--- config.mk ---
export PLATFORM = sky130hd
export DESIGN_NAME = encoder_delta_rate_estimator_top
export DESIGN_NICKNAME = d
export VERILOG_FILES = /design/src/sv/encdr_pkg.sv /design/src/sv/encoder_delta_rate_estimator_top.sv
export VERILOG_INCLUDE_DIRS = /design/src /design/src/sv
export SDC_FILE = /design/constraint.sdc
export NUM_CORES = 1
export LEC_CHECK = 0
export BUFFER_PORTS_ARGS = -buffer_cell sky130_fd_sc_hd__buf_2
export CORE_MARGIN = 5
export CORE_UTILIZATION = 60
export CTS_CLUSTER_DIAMETER = 80
export DETAILED_ROUTE_END_ITERATION = 16
export PLACE_DENSITY = 0.82
export REMOVE_ABC_BUFFERS = 1
export SLEW_MARGIN = 40
export SYNTH_ARGS = -nofsm -noshare
export SYNTH_HDL_FRONTEND = slang
export SYNTH_SLANG_ARGS = --single-unit
--- constraint.sdc ---
create_clock -name clk -period 21.6 [get_ports clk]
set_clock_uncertainty 0.2 [all_clocks]
set_input_delay 4.32 -clock clk [delete_from_list [all_inputs] [get_ports clk]]
set_output_delay 4.32 -clock clk [all_outputs]
set_load 0.01 [all_outputs]
--- src/sv/encoder_delta_rate_estimator_top_assert.svh ---
// ----------------------------------------------------------------------------
// Assertion macros for the encoder delta rate estimator
// Implication checks, sampled on clk with the synchronous reset masked.
// ----------------------------------------------------------------------------
`ifndef ENCODER_DELTA_RATE_ESTIMATOR_TOP_ASSERT_SVH
`define ENCODER_DELTA_RATE_ESTIMATOR_TOP_ASSERT_SVH

// same-cycle implication
`define EDRE_ASSERT_IMP(lbl, ant, con, msg) \
  lbl: assert property (@(posedge clk) disable iff (!rst_n) (ant) |-> (con)) \
    else $error(msg);

// next-cycle implication
`define EDRE_ASSERT_NXT(lbl, ant, con, msg) \
  lbl: assert property (@(posedge clk) disable iff (!rst_n) (ant) |=> (con)) \
    else $error(msg);

`endif

--- src/sv/encdr_pkg.sv ---
// ----------------------------------------------------------------------------
// encdr_pkg
// Word types, register indexes and constants of the encoder rate estimator.
// ----------------------------------------------------------------------------
package encdr_pkg;

  localparam int unsigned NUM_WHEELS  = 2;
  localparam int unsigned CNT_W       = 16;
  localparam int unsigned TIME_W      = 32;
  localparam int unsigned MIN_INT_W   = 16;
  localparam int unsigned WIN_W       = 10;
  localparam int unsigned MASK_W      = 2;
  localparam int unsigned CFG_IDX_W   = 2;
  localparam int unsigned CFG_DATA_W  = 16;

  // |d| <= 32768, window <= 1023: product stays below 2^25
  localparam int unsigned PROD_W      = 25;
  localparam int unsigned DIV_STEPS   = PROD_W;
  localparam int unsigned STEP_W      = $clog2(DIV_STEPS);

  localparam logic signed [CNT_W-1:0] CORR_LIMIT = 16'sd30000;

  localparam logic [MIN_INT_W-1:0] MIN_INT_RST = 16'd40;
  localparam logic [WIN_W-1:0]     WIN_RST     = 10'd50;
  localparam logic [MASK_W-1:0]    MASK_RST    = 2'd1;

  localparam logic [CFG_IDX_W-1:0] CFG_MIN_INTERVAL = 2'd0;
  localparam logic [CFG_IDX_W-1:0] CFG_WINDOW       = 2'd1;
  localparam logic [CFG_IDX_W-1:0] CFG_NEGATE_MASK  = 2'd2;

  typedef struct packed {
    logic              wheel;
    logic [CNT_W-1:0]  count;
    logic [TIME_W-1:0] now_ms;
  } in_word_t;

  typedef struct packed {
    logic                    updated;
    logic signed [CNT_W-1:0] rate;
  } out_word_t;

endpackage

--- src/sv/encoder_delta_rate_estimator_top.sv ---
// ----------------------------------------------------------------------------
// encoder_delta_rate_estimator_top
// Two-wheel encoder rate estimator with a bit-serial restoring divider.
// ----------------------------------------------------------------------------
// One word in gives one word out. A word that does not pass the minimum
// interval returns the held rate (S_PREP, then S_DONE); a word that
// computes a new rate goes through compare/correct, one 16x10 multiply,
// 25 steps of a one-bit-per-cycle restoring divider, and the write-back.
// S_DONE waits while the output register is full and stalled. A new word is
// taken in the cycle after the result is registered. Only one word is in
// flight; the result sits in an output register, so the next word is taken
// while the previous result waits. A zero elapsed divisor skips the divider
// and gives a rate of 0.
// ----------------------------------------------------------------------------
module encoder_delta_rate_estimator_top
  import encdr_pkg::*;
(
  input  logic                  clk,
  input  logic                  rst_n,
  input  logic                  in_valid,
  output logic                  in_stall,
  input  in_word_t              in_word,
  output logic                  out_valid,
  input  logic                  out_stall,
  output out_word_t             out_word,
  input  logic                  cfg_we,
  input  logic [CFG_IDX_W-1:0]  cfg_idx,
  input  logic [CFG_DATA_W-1:0] cfg_wdata
);

  typedef enum logic [2:0] {S_IDLE, S_PREP, S_MUL, S_DIV, S_DONE} state_t;

  state_t                  state_r;
  in_word_t                in_r;
  out_word_t               out_r;
  logic                    out_valid_r;

  logic [MIN_INT_W-1:0]    min_int_r;
  logic [WIN_W-1:0]        win_r;
  logic [MASK_W-1:0]       mask_r;

  logic [CNT_W-1:0]        pcount_r [NUM_WHEELS];
  logic [TIME_W-1:0]       ptime_r  [NUM_WHEELS];
  logic [CNT_W-1:0]        held_r   [NUM_WHEELS];

  logic                    upd_r;
  logic                    neg_r;
  logic [CNT_W-1:0]        dmag_r;
  logic [CNT_W-1:0]        div_r;
  logic [CNT_W-1:0]        rem_r;
  logic [PROD_W-1:0]       quo_r;
  logic [STEP_W-1:0]       step_r;

  logic [TIME_W-1:0]       elapsed;
  logic                    upd_nxt;
  logic signed [CNT_W-1:0] draw;
  logic signed [CNT_W-1:0] dcor;
  logic signed [CNT_W-1:0] dvs;
  logic [CNT_W-1:0]        dmag_nxt;
  logic [CNT_W-1:0]        div_nxt;
  logic [CNT_W+WIN_W-1:0]  prod;
  logic [CNT_W:0]          shifted;
  logic [CNT_W:0]          trial;
  logic [CNT_W-1:0]        rate_nxt;
  logic                    out_free;

  assign in_stall  = !rst_n || (state_r != S_IDLE);
  assign out_valid = out_valid_r;
  assign out_word  = out_r;
  assign out_free  = !out_valid_r || !out_stall;

  // elapsed time and corrected count difference
  always_comb begin
    elapsed = in_r.now_ms - ptime_r[in_r.wheel];
    upd_nxt = (elapsed > {{(TIME_W-MIN_INT_W){1'b0}}, min_int_r});
    draw    = $signed(in_r.count - pcount_r[in_r.wheel]);
    if (draw > CORR_LIMIT) begin
      dcor = draw + 16'sd1;
    end else if (draw < -CORR_LIMIT) begin
      dcor = draw - 16'sd1;
    end else begin
      dcor = draw;
    end
    dvs      = $signed(elapsed[CNT_W-1:0]);
    dmag_nxt = dcor[CNT_W-1] ? (~dcor + 16'sd1) : dcor;
    div_nxt  = dvs[CNT_W-1] ? (~dvs + 16'sd1) : dvs;
  end

  assign prod    = dmag_r * win_r;
  assign shifted = {rem_r, quo_r[PROD_W-1]};
  assign trial   = shifted - {1'b0, div_r};
  assign rate_nxt = neg_r ? (~quo_r[CNT_W-1:0] + 16'd1) : quo_r[CNT_W-1:0];

  always_ff @(posedge clk) begin
    if (!rst_n) begin
      state_r     <= S_IDLE;
      out_valid_r <= 1'b0;
      min_int_r   <= MIN_INT_RST;
      win_r       <= WIN_RST;
      mask_r      <= MASK_RST;
      for (int i = 0; i < NUM_WHEELS; i++) begin
        pcount_r[i] <= '0;
        ptime_r[i]  <= '0;
        held_r[i]   <= '0;
      end
    end else begin
      if (out_valid_r && !out_stall && state_r != S_DONE) begin
        out_valid_r <= 1'b0;
      end
      if (cfg_we) begin
        unique case (cfg_idx)
          CFG_MIN_INTERVAL: min_int_r <= cfg_wdata[MIN_INT_W-1:0];
          CFG_WINDOW:       win_r     <= cfg_wdata[WIN_W-1:0];
          CFG_NEGATE_MASK:  mask_r    <= cfg_wdata[MASK_W-1:0];
          default: ;
        endcase
      end
      unique case (state_r)
        S_IDLE: begin
          if (in_valid) begin
            in_r    <= in_word;
            state_r <= S_PREP;
          end
        end
        S_PREP: begin
          upd_r  <= upd_nxt;
          dmag_r <= dmag_nxt;
          div_r  <= div_nxt;
          neg_r  <= dcor[CNT_W-1] ^ dvs[CNT_W-1] ^ mask_r[in_r.wheel];
          state_r <= upd_nxt ? S_MUL : S_DONE;
        end
        S_MUL: begin
          rem_r  <= '0;
          step_r <= STEP_W'(DIV_STEPS - 1);
          if (div_r == '0) begin
            quo_r   <= '0;
            state_r <= S_DONE;
          end else begin
            quo_r   <= prod[PROD_W-1:0];
            state_r <= S_DIV;
          end
        end
        S_DIV: begin
          if (!trial[CNT_W]) begin
            rem_r <= trial[CNT_W-1:0];
            quo_r <= {quo_r[PROD_W-2:0], 1'b1};
          end else begin
            rem_r <= shifted[CNT_W-1:0];
            quo_r <= {quo_r[PROD_W-2:0], 1'b0};
          end
          step_r <= step_r - 1'b1;
          if (step_r == '0) begin
            state_r <= S_DONE;
          end
        end
        S_DONE: begin
          if (out_free) begin
            out_valid_r   <= 1'b1;
            out_r.updated <= upd_r;
            if (upd_r) begin
              out_r.rate               <= $signed(rate_nxt);
              held_r[in_r.wheel]   <= rate_nxt;
              pcount_r[in_r.wheel] <= in_r.count;
              ptime_r[in_r.wheel]  <= in_r.now_ms;
            end else begin
              out_r.rate <= $signed(held_r[in_r.wheel]);
            end
            state_r <= S_IDLE;
          end
        end
        default: state_r <= S_IDLE;
      endcase
    end
  end

`include "encoder_delta_rate_estimator_top_assert.svh"

  `EDRE_ASSERT_IMP(a_rem_below_div, state_r == S_DIV, rem_r < div_r, "remainder not below divisor")
  `EDRE_ASSERT_NXT(a_accept_to_prep, in_valid && !in_stall, state_r == S_PREP, "accepted word not taken up")
  `EDRE_ASSERT_NXT(a_done_waits, state_r == S_DONE && out_valid_r && out_stall, state_r == S_DONE && out_valid_r, "result overwrote waiting word")
  `EDRE_ASSERT_NXT(a_hold_rate, state_r == S_DONE && out_free && !upd_r, out_r.rate == $signed(held_r[in_r.wheel]) && !out_r.updated, "held rate not returned")

endmodule
==> impl_metrics.csv, run 1 <==
group,metric,value,unit
routing,wirelength,50150,um
global_route,grt.met1_usage,32.92,%
worst_setup_path,cp_max_fo,34,
finish,n_fill_cell,2720,
flow_run,cap_violations,0,
power,power.leakage,10.39,nW
timing,final-hold-violation-count,0,
global_route,grt_use_met3,3.722,%
floorplanning,io_pins,91,
finish,nNetsFinal,2522,
synth,synth.yosys.seq_area_share,40.26,%
routing,vias,16240,
floorplanning,die_h,201.8,um
clocking,cts_root_buffer,"clkbuf_16",
floorplanning,dieArea,0.04073,sq mm
clocking,cts-resized-gates,0,
placed_design,place.gp.congestion,0.8866,
worst_hold_path,hold_class,"flip-flop to flip-flop",
clocking,postCtsHoldBufs,0,
timing,finalSetupTns,0,ns
synth,syn_area_per_cell,10.25,sq um
routing,remaining_drc_errors,0,
synth,syn_inst,2154,
global_route,grt.busiest_layer,"met2",
global_route,grt_max_degree,125,
timing,period_share,47.16,%
floorplanning,initial_core_util,60.60,%
routing,via_per_inst,6.041,
worst_setup_path,crit_type,"primary input to primary output",
timing,fmax,98.16,MHz
synth,syn_area,0.02208,sq mm
synth,synth.distinct_cells,83,
timing,maxSlewViolCount,0,
timing,rsz0062_at_grt,"false",
routing,wl_per_cell,18.65,um
power,ir_drop,0.07261,mV
placed_design,hpwl,36040,um
clocking,numCtsBuffers,30,
clocking,tritoncts,"built",
clocking,clk_pin_slew,0.06,ns
worst_setup_path,startpoint_type,"primary input",
finish,drive_above_1_share,8.198,%
floorplanning,core,0.03643,sq mm
routing,firstDrtPassIters,6,
clocking,cts_buffer_depth,3,
routing,ant_nets,0,
synth,synthArstFlopShare,0,%
global_route,antenna_found_initial,1,
worst_setup_path,end_kind,"primary output",
clocking,clk_latency,0.57,ns
finish,area_delta_synth_final,8.489,%
global_route,grt_overflow_total,0,
timing,finalSetupViolations,0,
synth,yosys_warnings,0,
clocking,cts.sinks,307,
placed_design,port-buffer-count,90,
timing,worst_slew_pin_slew,0.7857,ns
clocking,h-tree-depth,1,
worst_setup_path,worstPathRequired,17.08,ns
global_route,grt_util_met2,41.91,%
floorplanning,die_x,201.8,um
worst_setup_path,worstPathArrival,5.67,ns
finish,fin_util,65.74,%
synth,synth_edf_count,274,
global_route,grt_pass1_vias,16790,
routing,drt_iter0_markers,1197,
global_route,grt_first_pass_wirelength,83600,um
status,outcome,"completed",
floorplanning,num_rows,70,
power,power_density,86.34,mW/mm^2
timing,final.min_clock_period,10.19,ns
clocking,post_cts_buffers,0,
synth,synth_ff_type,"edfxtp_1",
synth,synth_seq_cells,307,
global_route,grt.total_usage,24.60,%
timing,relSlewSlack,47.44,%
-- sequential cells by signal (all words and copies together), names as in the netlist, 2 cells and up, named ones only --
signal and count:
out_word 17, pcount_r 32, step_r 5, win_r 10, mask_r 2, min_int_r 16, dmag_r 16, quo_r 25
held_r 32, rem_r 16, div_r 16, state_r 3, in_r 49, ptime_r 64
-- metrics by stage --
stage               setup slack (ns)  cell area, sq um  total power, mW  cells  hold slack (ns)
finish                         11.41             23950            2.068   2689           0.2655
global route                   11.29             23950            2.199   2688           0.2951
CTS                            11.40             23950            2.070   2688           0.2669
detailed placement             11.41             22910            1.516   2632           0.2578
global placement               11.43             22890            1.493   2632           0.2560
floorplan                      11.12             21730            1.327   2063           0.2409
-- per-layer routing --
metal	vias up	wire length [um]
li1	7654	-
met1	7932	21100
met2	567	24260
met3	91	3485
met4	0	1317
met5	-	0
-- where the power goes --
group / internal (mW) / switching (mW) / total [mW]
clock network: 0.322 / 0.223 / 0.545
logic: 0.325 / 0.455 / 0.780
registers: 0.708 / 0.0346 / 0.743
-- area by class of cell --
class | instances | area [sq um] | share of cell area [%]
antenna | 1 | 2.502 | 0.01045
inverter | 201 | 757.0 | 3.160
sequential | 307 | 8890 | 37.11
clock inverter | 21 | 244.0 | 1.019
clock buffer | 35 | 790.8 | 3.301
timing repair buffer | 101 | 540.5 | 2.257
tap | 468 | 585.6 | 2.445
multi-input combinational | 1555 | 12140 | 50.69
-- cell usage after synthesis (4+ instances only) --
library cell / instances / area share (%)
nor3_1: 44 / 1.0
nor2_1: 133 / 2.3
a22o_1: 18 / 0.71
nand3b_1: 5 / 0.17
nand2b_1: 14 / 0.40
fa_1: 112 / 10
a21o_1: 31 / 1.1
and4_1: 4 / 0.16
xor2_1: 33 / 1.3
mux2_2: 4 / 0.20
o22ai_1: 4 / 0.11
clkbuf_1: 78 / 1.3
o2111ai_1: 8 / 0.32
xnor2_1: 91 / 3.6
o21a_1: 16 / 0.54
buf_1: 9 / 0.15
a311o_1: 5 / 0.23
o21ai_0: 71 / 1.6
o21ai_1: 4 / 0.091
ha_1: 142 / 8.0
and3_1: 108 / 3.1
a31oi_1: 11 / 0.31
or4_1: 4 / 0.14
a2111oi_0: 4 / 0.16
dfxtp_1: 33 / 3.0
or3b_2: 4 / 0.16
a21boi_0: 27 / 0.92
buf_2: 4 / 0.091
or3_1: 12 / 0.34
mux2i_1: 82 / 3.7
nand2_1: 226 / 3.8
nand4_1: 12 / 0.34
edfxtp_1: 274 / 37
inv_1: 201 / 3.4
nor3b_1: 6 / 0.20
o211ai_1: 7 / 0.24
a41oi_1: 4 / 0.16
and2_1: 84 / 2.4
nor2b_1: 17 / 0.48
nor4_1: 13 / 0.37
a21oi_1: 75 / 1.7
o21bai_1: 14 / 0.48
nand3_1: 32 / 0.73
o31ai_1: 10 / 0.34
a211oi_1: 9 / 0.31
-- critical path, stage by stage --
cell and delay (ns):
buf_2 0.45, nand2b_1 0.30, or3_1 0.42, buf_2 0.16
-- final timing paths --
check               startpoint           end  slack, ns  cells past startpoint
hold reg to reg   min_int_r[1]  min_int_r[1]       0.27                      2
setup reg to reg      win_r[3]     quo_r[24]      15.01                     21
hold / removal    min_int_r[1]  min_int_r[1]       0.27                      2
setup / recovery         rst_n      in_stall      11.41                      4
-- logic make-up (layout without fill, tap and decap cells) --
kind of cell | Yosys count | count (layout) | synth area share, %
and+or+nand+nor | 737 | 737 | 16.81
xor gates and xnor gates | 125 | 125 | 4.993
AOI/OAI and AO/OA | 353 | 353 | 10.83
other | 0 | 1 | 0
adders and majority gates | 254 | 254 | 18.20
buffers and inverters | 292 | 358 | 4.987
DFF | 307 | 307 | 40.26
muxes | 86 | 86 | 3.922
-- layout by cell type (no fill, tap or decap), drive strengths merged, types with 46 or more instances in the layout --
| cell type | netlist | final |
|---|---|---|
| a21oi | 76 | 76 |
| xnor2 | 92 | 92 |
| buf | 13 | 101 |
| o21ai | 75 | 75 |
| fa | 112 | 112 |
| and2 | 85 | 85 |
| and3 | 109 | 109 |
| mux2i | 82 | 82 |
| inv | 201 | 202 |
| nor3 | 46 | 46 |
| nor2 | 133 | 133 |
| ha | 142 | 142 |
| edfxtp | 274 | 274 |
| nand2 | 227 | 227 |
No activity file was read; power rests on OpenSTA's default activity.
==> run 2: changes to the inputs <==
==> constraint.sdc (replaced) <==
create_clock -name clk -period 10.29 [get_ports clk]
set_clock_uncertainty 0.2 [all_clocks]
set_input_delay 2.058 -clock clk [delete_from_list [all_inputs] [get_ports clk]]
set_output_delay 2.058 -clock clk [all_outputs]
set_load 0.01 [all_outputs]
==> run 2 against run 1 <==
Net effect: cell count is essentially flat; worst hold slack improved by 0.0015 ns; core utilization is 0.30 points lower; sequential power rose by 110%; die area unchanged; critical endpoint is now quo_r[24]; largest cell class unchanged.
==> impl_metrics.csv, run 2 (synthesis results as in run 1) <==
group,metric,value,unit
floorplanning,die_h,201.8,um
timing,final-hold-violation-count,0,
floorplanning,core,0.03643,sq mm
routing,ant_nets,0,
worst_setup_path,startpoint_type,"flip-flop",
worst_hold_path,hold_class,"flip-flop to flip-flop",
power,total_power,4.236,mW
clocking,tritoncts,"built",
timing,rsz0062_at_grt,"false",
global_route,grt_pass1_vias,16170,
power,power_density,177.7,mW/mm^2
timing,fmax,152.2,MHz
finish,final_cell_area,0.02384,sq mm
worst_setup_path,critPathBufInv,3,
floorplanning,io_pins,91,
routing,wirelength,48900,um
clocking,post_cts_buffers,0,
finish,stdcell_count,2688,
global_route,grt.total_usage,23.98,%
floorplanning,dieArea,0.04073,sq mm
global_route,grt_overflow_total,0,
power,ir_drop,0.1390,mV
placed_design,port-buffer-count,90,
finish,layout_commonest_cell,"edfxtp_1",
floorplanning,initial_core_util,60.60,%
timing,period_share,63.84,%
placed_design,post-place-ws,3.794,ns
clocking,clk_pin_slew,0.06,ns
worst_setup_path,worstPathRequired,10.42,ns
clocking,clk_latency,0.57,ns
routing,drt_iter0_markers,1122,
finish,top_regs,"ptime_r (64), in_r (49)",
routing,vias,16070,
clocking,cts.sinks,307,
worst_setup_path,slowest_delay,0.79,ns
timing,worst_slew_pin_slew,0.8608,ns
worst_setup_path,end_kind,"flip-flop",
finish,area_delta_synth_final,7.996,%
timing,finalSetupTns,0,ns
worst_setup_path,crit_slowest_cell,"dfxtp_1",
clocking,postCtsHoldBufs,0,
timing,final.min_clock_period,6.569,ns
placed_design,dp.cells,2633,
power,power.leakage,10.36,nW
flow_run,cap_violations,0,
timing,maxSlewViolCount,0,
global_route,grt_max_degree,126,
worst_setup_path,worstPathArrival,6.70,ns
timing,relSlewSlack,42.42,%
clocking,h-tree-depth,1,
finish,layout_common_cells,"edfxtp_1 (274), nand2_1 (225), inv_1 (200), ha_1 (142), nor2_1 (131)",
worst_setup_path,path_common_cell,"fa_1",
clocking,cts_buffer_depth,3,
placed_design,place.gp.congestion,0.8984,
global_route,antenna_found_initial,0,
finish,top_register,"ptime_r",
routing,via_per_inst,5.978,
finish,largest_reg_flops,64,
finish,diodes,0,
routing,firstDrtPassIters,5,
routing,remaining_drc_errors,0,
timing,worst_slack,3.721,ns
finish,nNetsFinal,2524,
clocking,cts_root_buffer,"clkbuf_16",
placed_design,hpwl,35550,um
worst_setup_path,cp_max_fo,17,
floorplanning,die_x,201.8,um
worst_setup_path,crit_family,"adder cells",
timing,finalSetupViolations,0,
placed_design,placed_area,0.02292,sq mm
status,outcome,"completed",
worst_setup_path,worstPathCellList,"nand2_1, fa_1, inv_1, fa_1, fa_1, fa_1, inv_1, fa_1, inv_1, ha_1, a21o_1, a21o_1, a21oi_1, o21ai_0, o2111ai_1, a21boi_0, nor3_1, o21ai_0, o211ai_1, xnor2_1, a31o_2",
clocking,numCtsBuffers,31,
floorplanning,num_rows,70,
finish,drive_above_1_share,8.063,%
global_route,grt_first_pass_wirelength,81690,um
worst_setup_path,crit_type,"flip-flop to flip-flop",
clocking,cts-resized-gates,0,
routing,wl_per_cell,18.19,um
run 2: final timing paths:
path,start,endpoint,slack [ns],depth (start not counted)
max,win_r[3],quo_r[24],3.72,21
min,min_int_r[15],min_int_r[15],0.27,2
max reg2reg,win_r[3],quo_r[24],3.72,21
min reg2reg,min_int_r[15],min_int_r[15],0.27,2
run 2: metal layers:
metal / GRT usage (%) / vias up / part of all wire [%]
met3: 3.818 / 74 / 6.2
li1: - / 7644 / -
met1: 34.13 / 7846 / 45
met5: 0 / - / 0
met2: 39.29 / 504 / 47
met4: 5.396 / 0 / 1.8
run 2: area by class of cell:
class | count | area [sq um]
clock buffers | 39 | 815.8
clock inverters | 16 | 111.4
fillers | 2806 | 12590
inverters | 201 | 757.0
multi-input cells | 1555 | 12140
flip-flops and latches | 307 | 8890
well taps | 468 | 585.6
repair buffers | 102 | 548.0
run 2: worst reg2reg max path, cell delays in order (launching register included):
cell and delay (ns):
dfxtp_1 0.79, nand2_1 0.18, fa_1 0.57, inv_1 0.05, fa_1 0.51, fa_1 0.44, fa_1 0.55, inv_1 0.06
fa_1 0.54, inv_1 0.04, ha_1 0.36, a21o_1 0.18, a21o_1 0.16, a21oi_1 0.25, o21ai_0 0.19, o2111ai_1 0.13
a21boi_0 0.23, nor3_1 0.24, o21ai_0 0.14, o211ai_1 0.13, xnor2_1 0.12, a31o_2 0.25
run 2: power breakdown:
part / internal [mW] / switching (mW)
registers: 1.49 / 0.0689
clock network: 0.584 / 0.463
logic: 0.683 / 0.950
total: 2.75 / 1.48
run 2: metrics by stage:
stage	hold slack, ns	utilization, %
final	0.2670	65.44
after global routing	0.2982	65.44
after CTS	0.2666	65.44
after detailed placement	0.2579	62.89
after global placement	0.2495	62.84
after floorplan	0.2409	-
==> run 3: changes to the inputs <==
--- a/config.mk
+++ b/config.mk
@@ -6,6 +6,7 @@
 export SDC_FILE = /design/constraint.sdc
 export NUM_CORES = 1
 export LEC_CHECK = 0
+export ABC_AREA = 1
 export BUFFER_PORTS_ARGS = -buffer_cell sky130_fd_sc_hd__buf_2
 export CORE_MARGIN = 5
 export CORE_UTILIZATION = 60
==> constraint.sdc (replaced) <==
create_clock -name clk -period 6.12 [get_ports clk]
set_clock_uncertainty 0.2 [all_clocks]
set_input_delay 1.224 -clock clk [delete_from_list [all_inputs] [get_ports clk]]
set_output_delay 1.224 -clock clk [all_outputs]
set_load 0.01 [all_outputs]
==> run 3 against run 2 <==
Net effect: first-iteration DRC count up 32%; register-to-register slack worse by 3.4 ns; core utilization is 0.73 points higher; synthesized cell count rose by 28%; worst hold slack worse by 0.0063 ns; sequential share of layout area down 2.5 points; global-route usage is 3.1 points higher; clock-buffer cell count rose by 5; combinational power rose to 4.5 times the previous value; wire length up 20%; maximum frequency rose by 13%; critical path type unchanged; largest cell class unchanged; largest power group unchanged.
==> impl_metrics.csv, run 3 <==
group,metric,value,unit
power,ir_drop,0.4864,mV
synth,syn_inst,2765,
finish,fin_util,66.17,%
worst_setup_path,worstSetupStartpoint,"dmag_r[6]",
power,power_density,485.0,mW/mm^2
worst_setup_path,worstPathArrival,5.93,ns
worst_setup_path,worstPathCellList,"nand2_1, fa_1, inv_1, fa_1, inv_1, fa_1, inv_1, fa_1, inv_1, fa_1, inv_1, ha_1, a21oi_1, o21ai_0, a21oi_1, o21ai_0, a21oi_1, inv_1, a21oi_2, o21ai_1, nand3_1, nand2_1, o21ai_0, nand2_1",
timing,final-hold-violation-count,0,
routing,vias,18810,
worst_setup_path,reg2reg_to,"quo_r[23]",
routing,firstDrtPassIters,6,
timing,relSlewSlack,47.23,%
placed_design,place.gp.congestion,0.9501,
synth,synth_top_area_share,35.19,%
placed_design,hpwl,44880,um
routing,remaining_drc_errors,0,
synth,synth_edf_count,274,
floorplanning,die_x,207.4,um
routing,wirelength,58770,um
synth,synthArstFlopShare,0,%
timing,finalSetupViolations,0,
clocking,clk_pin_slew,0.06,ns
worst_setup_path,worstPathRequired,6.23,ns
worst_setup_path,path_common_cell,"inv_1",
power,p_sw,5.760,mW
timing,period_share,95.05,%
power,total_power,12.40,mW
placed_design,dp.cells,3325,
floorplanning,initial_core_util,60.50,%
power,power.share.clock,16.2,%
synth,synth.distinct_cells,56,
worst_setup_path,crit_slowest_cell,"edfxtp_1",
timing,maxSlewViolCount,0,
flow_run,cap_violations,0,
global_route,grt_max_degree,52,
clocking,postCtsHoldBufs,0,
finish,stdcell_count,3392,
floorplanning,die_h,207.4,um
clocking,numCtsBuffers,35,
power,switching_share,46.44,%
synth,synthTopCellsByCount,"nand2_1 (578), inv_1 (473), nor2_1 (303)",
global_route,grt_first_pass_wirelength,95640,um
finish,nNetsFinal,3173,
worst_hold_path,min_from,"mask_r[0]",
clocking,h-tree-depth,2,
status,outcome,"completed",
synth,syn_area,0.02338,sq mm
synth,synth_area_leaders,"edfxtp_1 (35%), fa_1 (9.6%), nand2_1 (9.3%)",
clocking,cts_root_buffer,"clkbuf_16",
timing,fmax,171.9,MHz
finish,top_regs,"ptime_r (64), in_r (49)",
worst_setup_path,crit_type,"flip-flop to flip-flop",
clocking,cts.sinks,307,
worst_setup_path,slowest_delay,0.54,ns
finish,largest_reg_flops,64,
synth,synth_seq_cells,307,
finish,layout_common_cells,"nand2_1 (573), inv_1 (473), nor2_1 (300), edfxtp_1 (274), ha_1 (142)",
clocking,tritoncts,"built",
global_route,grt_overflow_total,0,
worst_setup_path,startpoint_type,"flip-flop",
clocking,cts_buffer_depth,3,
routing,drt_iter0_markers,1485,
synth,syn_area_per_cell,8.456,sq um
synth,synth_ff_type,"edfxtp_1",
worst_setup_path,crit_family,"adder cells",
routing,via_per_inst,5.545,
floorplanning,core,0.03865,sq mm
global_route,grt.total_usage,27.11,%
worst_setup_path,end_kind,"flip-flop",
finish,area_delta_synth_final,9.381,%
timing,rsz0062_at_grt,"false",
finish,layout_commonest_cell,"nand2_1",
routing,wl_per_cell,17.33,um
routing,ant_nets,0,
synth,yosys_warnings,0,
global_route,antenna_found_initial,3,
worst_setup_path,rr_startpoint,"dmag_r[6]",
synth,synth.yosys.seq_area_share,38.02,%
timing,worst_slew_pin_slew,0.7886,ns
worst_hold_path,hold_end,"mask_r[0]",
synth,yosysMostFrequentCell,"nand2_1",
floorplanning,dieArea,0.04302,sq mm
power,p_seq_share,24.4,%
finish,top_register,"ptime_r",
worst_setup_path,cp_max_fo,10,
floorplanning,io_pins,91,
worst_setup_path,critPathBufInv,6,
synth,synth_largest_area_cell,"edfxtp_1",
power,power.leakage,12.32,nW
floorplanning,num_rows,72,
worst_setup_path,rrSetupSlack,0.30,ns
power,p_int,6.643,mW
clocking,clk_latency,0.55,ns
worst_setup_path,rr_worst_depth,24,
worst_hold_path,hold_depth,2,
worst_hold_path,hold_class,"flip-flop to flip-flop",
power,p_comb_share,59.4,%
placed_design,port-buffer-count,90,
finish,drive_above_1_share,9.607,%
timing,final.min_clock_period,5.817,ns
global_route,grt_pass1_vias,18670,
[run 3: cell types whose count changed in the layout (fill, tap and decap cells not counted), sizes merged, moves of 61 or more]
cell and change:
nand2 +381, inv +281, nor2 +188, and3 -107, nand3 +83, and2 -82, a21oi +61
[run 3: stage by stage]
| step | hold slack (ns) | instance area [sq um] | setup TNS, ns | worst slack, ns |
|---|---|---|---|---|
| 3_5_place_dp | 0.2514 | 24460 | 0 | 0.1968 |
| 4_1_cts | 0.2645 | 25540 | 0 | 0.2164 |
| 6_report | 0.2607 | 25570 | 0 | 0.3030 |
| 2_1_floorplan | 0.2236 | 23030 | -70.25 | -0.5590 |
| 3_3_place_gp | 0.2356 | 24450 | 0 | 0.2556 |
| 5_1_grt | 0.3017 | 25570 | 0 | 0.0003779 |
[run 3: metal layers]
layer / up-vias / GRT usage, % / wire (um)
met1: 8974 / 35.58 / 24480
met2: 604 / 46.51 / 28550
met4: 4 / 8.026 / 1889
li1: 9099 / - / -
met3: 129 / 4.670 / 3823
met5: - / 0 / 28
[run 3: power groups by stage]
stage,Sequential (mW),Clock (mW),Combinational [mW]
final,3.03,2.01,7.36
after global routing,3.06,2.14,8.25
after CTS,3.03,2.04,7.29
after detailed placement,3.07,0,7.24
after global placement,3.06,0,7.09
after floorplan,3.05,0,5.30
[run 3: worst max path at each step]
stage / endpoint / slack, ns / cells past startpoint
after floorplan: held_r[1][0] / -0.56 / 7
after global placement: quo_r[23] / 0.26 / 25
after detailed placement: quo_r[23] / 0.20 / 25
after CTS: quo_r[22] / 0.22 / 21
after global routing: quo_r[23] / 0.0004 / 24
final: quo_r[23] / 0.30 / 24
[run 3: cells by family (layout without fill, tap and decap cells)]
logic type	count (synthesis)	count (layout)	share of synthesized area, %
AOI/OAI and AO/OA	339	339	8.273
and+or+nand+nor	1143	1143	21.04
DFF	307	307	38.02
buffers and inverters	564	672	9.231
other	0	1	0
muxes	60	60	2.585
adders and majority gates	254	254	17.19
xor gates and xnor gates	98	98	3.671
[run 3: what timing repair did]
action,in CTS,in global routing
setup buffers,0,3
gates resized for setup,0,6
endpoints found under the setup margin,0,4
[run 3: layout make-up]
| cell class | count | area (sq um) |
|---|---|---|
| Sequential cell | 307 | 8891 |
| Timing Repair Buffer | 128 | 760.7 |
| Tap cell | 518 | 648.1 |
| Multi-Input combinational cell | 1894 | 12390 |
| Fill cell | 3154 | 13070 |
| Antenna cell | 1 | 2.502 |
| Inverter | 481 | 1805 |
| Clock inverter | 19 | 168.9 |
| Clock buffer | 44 | 909.6 |
[run 3: worst reg2reg max path, stage by stage, from the launching register on]
cell,delay (ns)
edfxtp_1,0.54
nand2_1,0.13
fa_1,0.51
inv_1,0.06
fa_1,0.49
inv_1,0.05
fa_1,0.47
inv_1,0.05
fa_1,0.53
inv_1,0.06
fa_1,0.52
inv_1,0.05
ha_1,0.34
a21oi_1,0.13
o21ai_0,0.09
a21oi_1,0.19
o21ai_0,0.14
a21oi_1,0.23
inv_1,0.11
a21oi_2,0.21
o21ai_1,0.12
nand3_1,0.08
nand2_1,0.06
o21ai_0,0.14
nand2_1,0.06
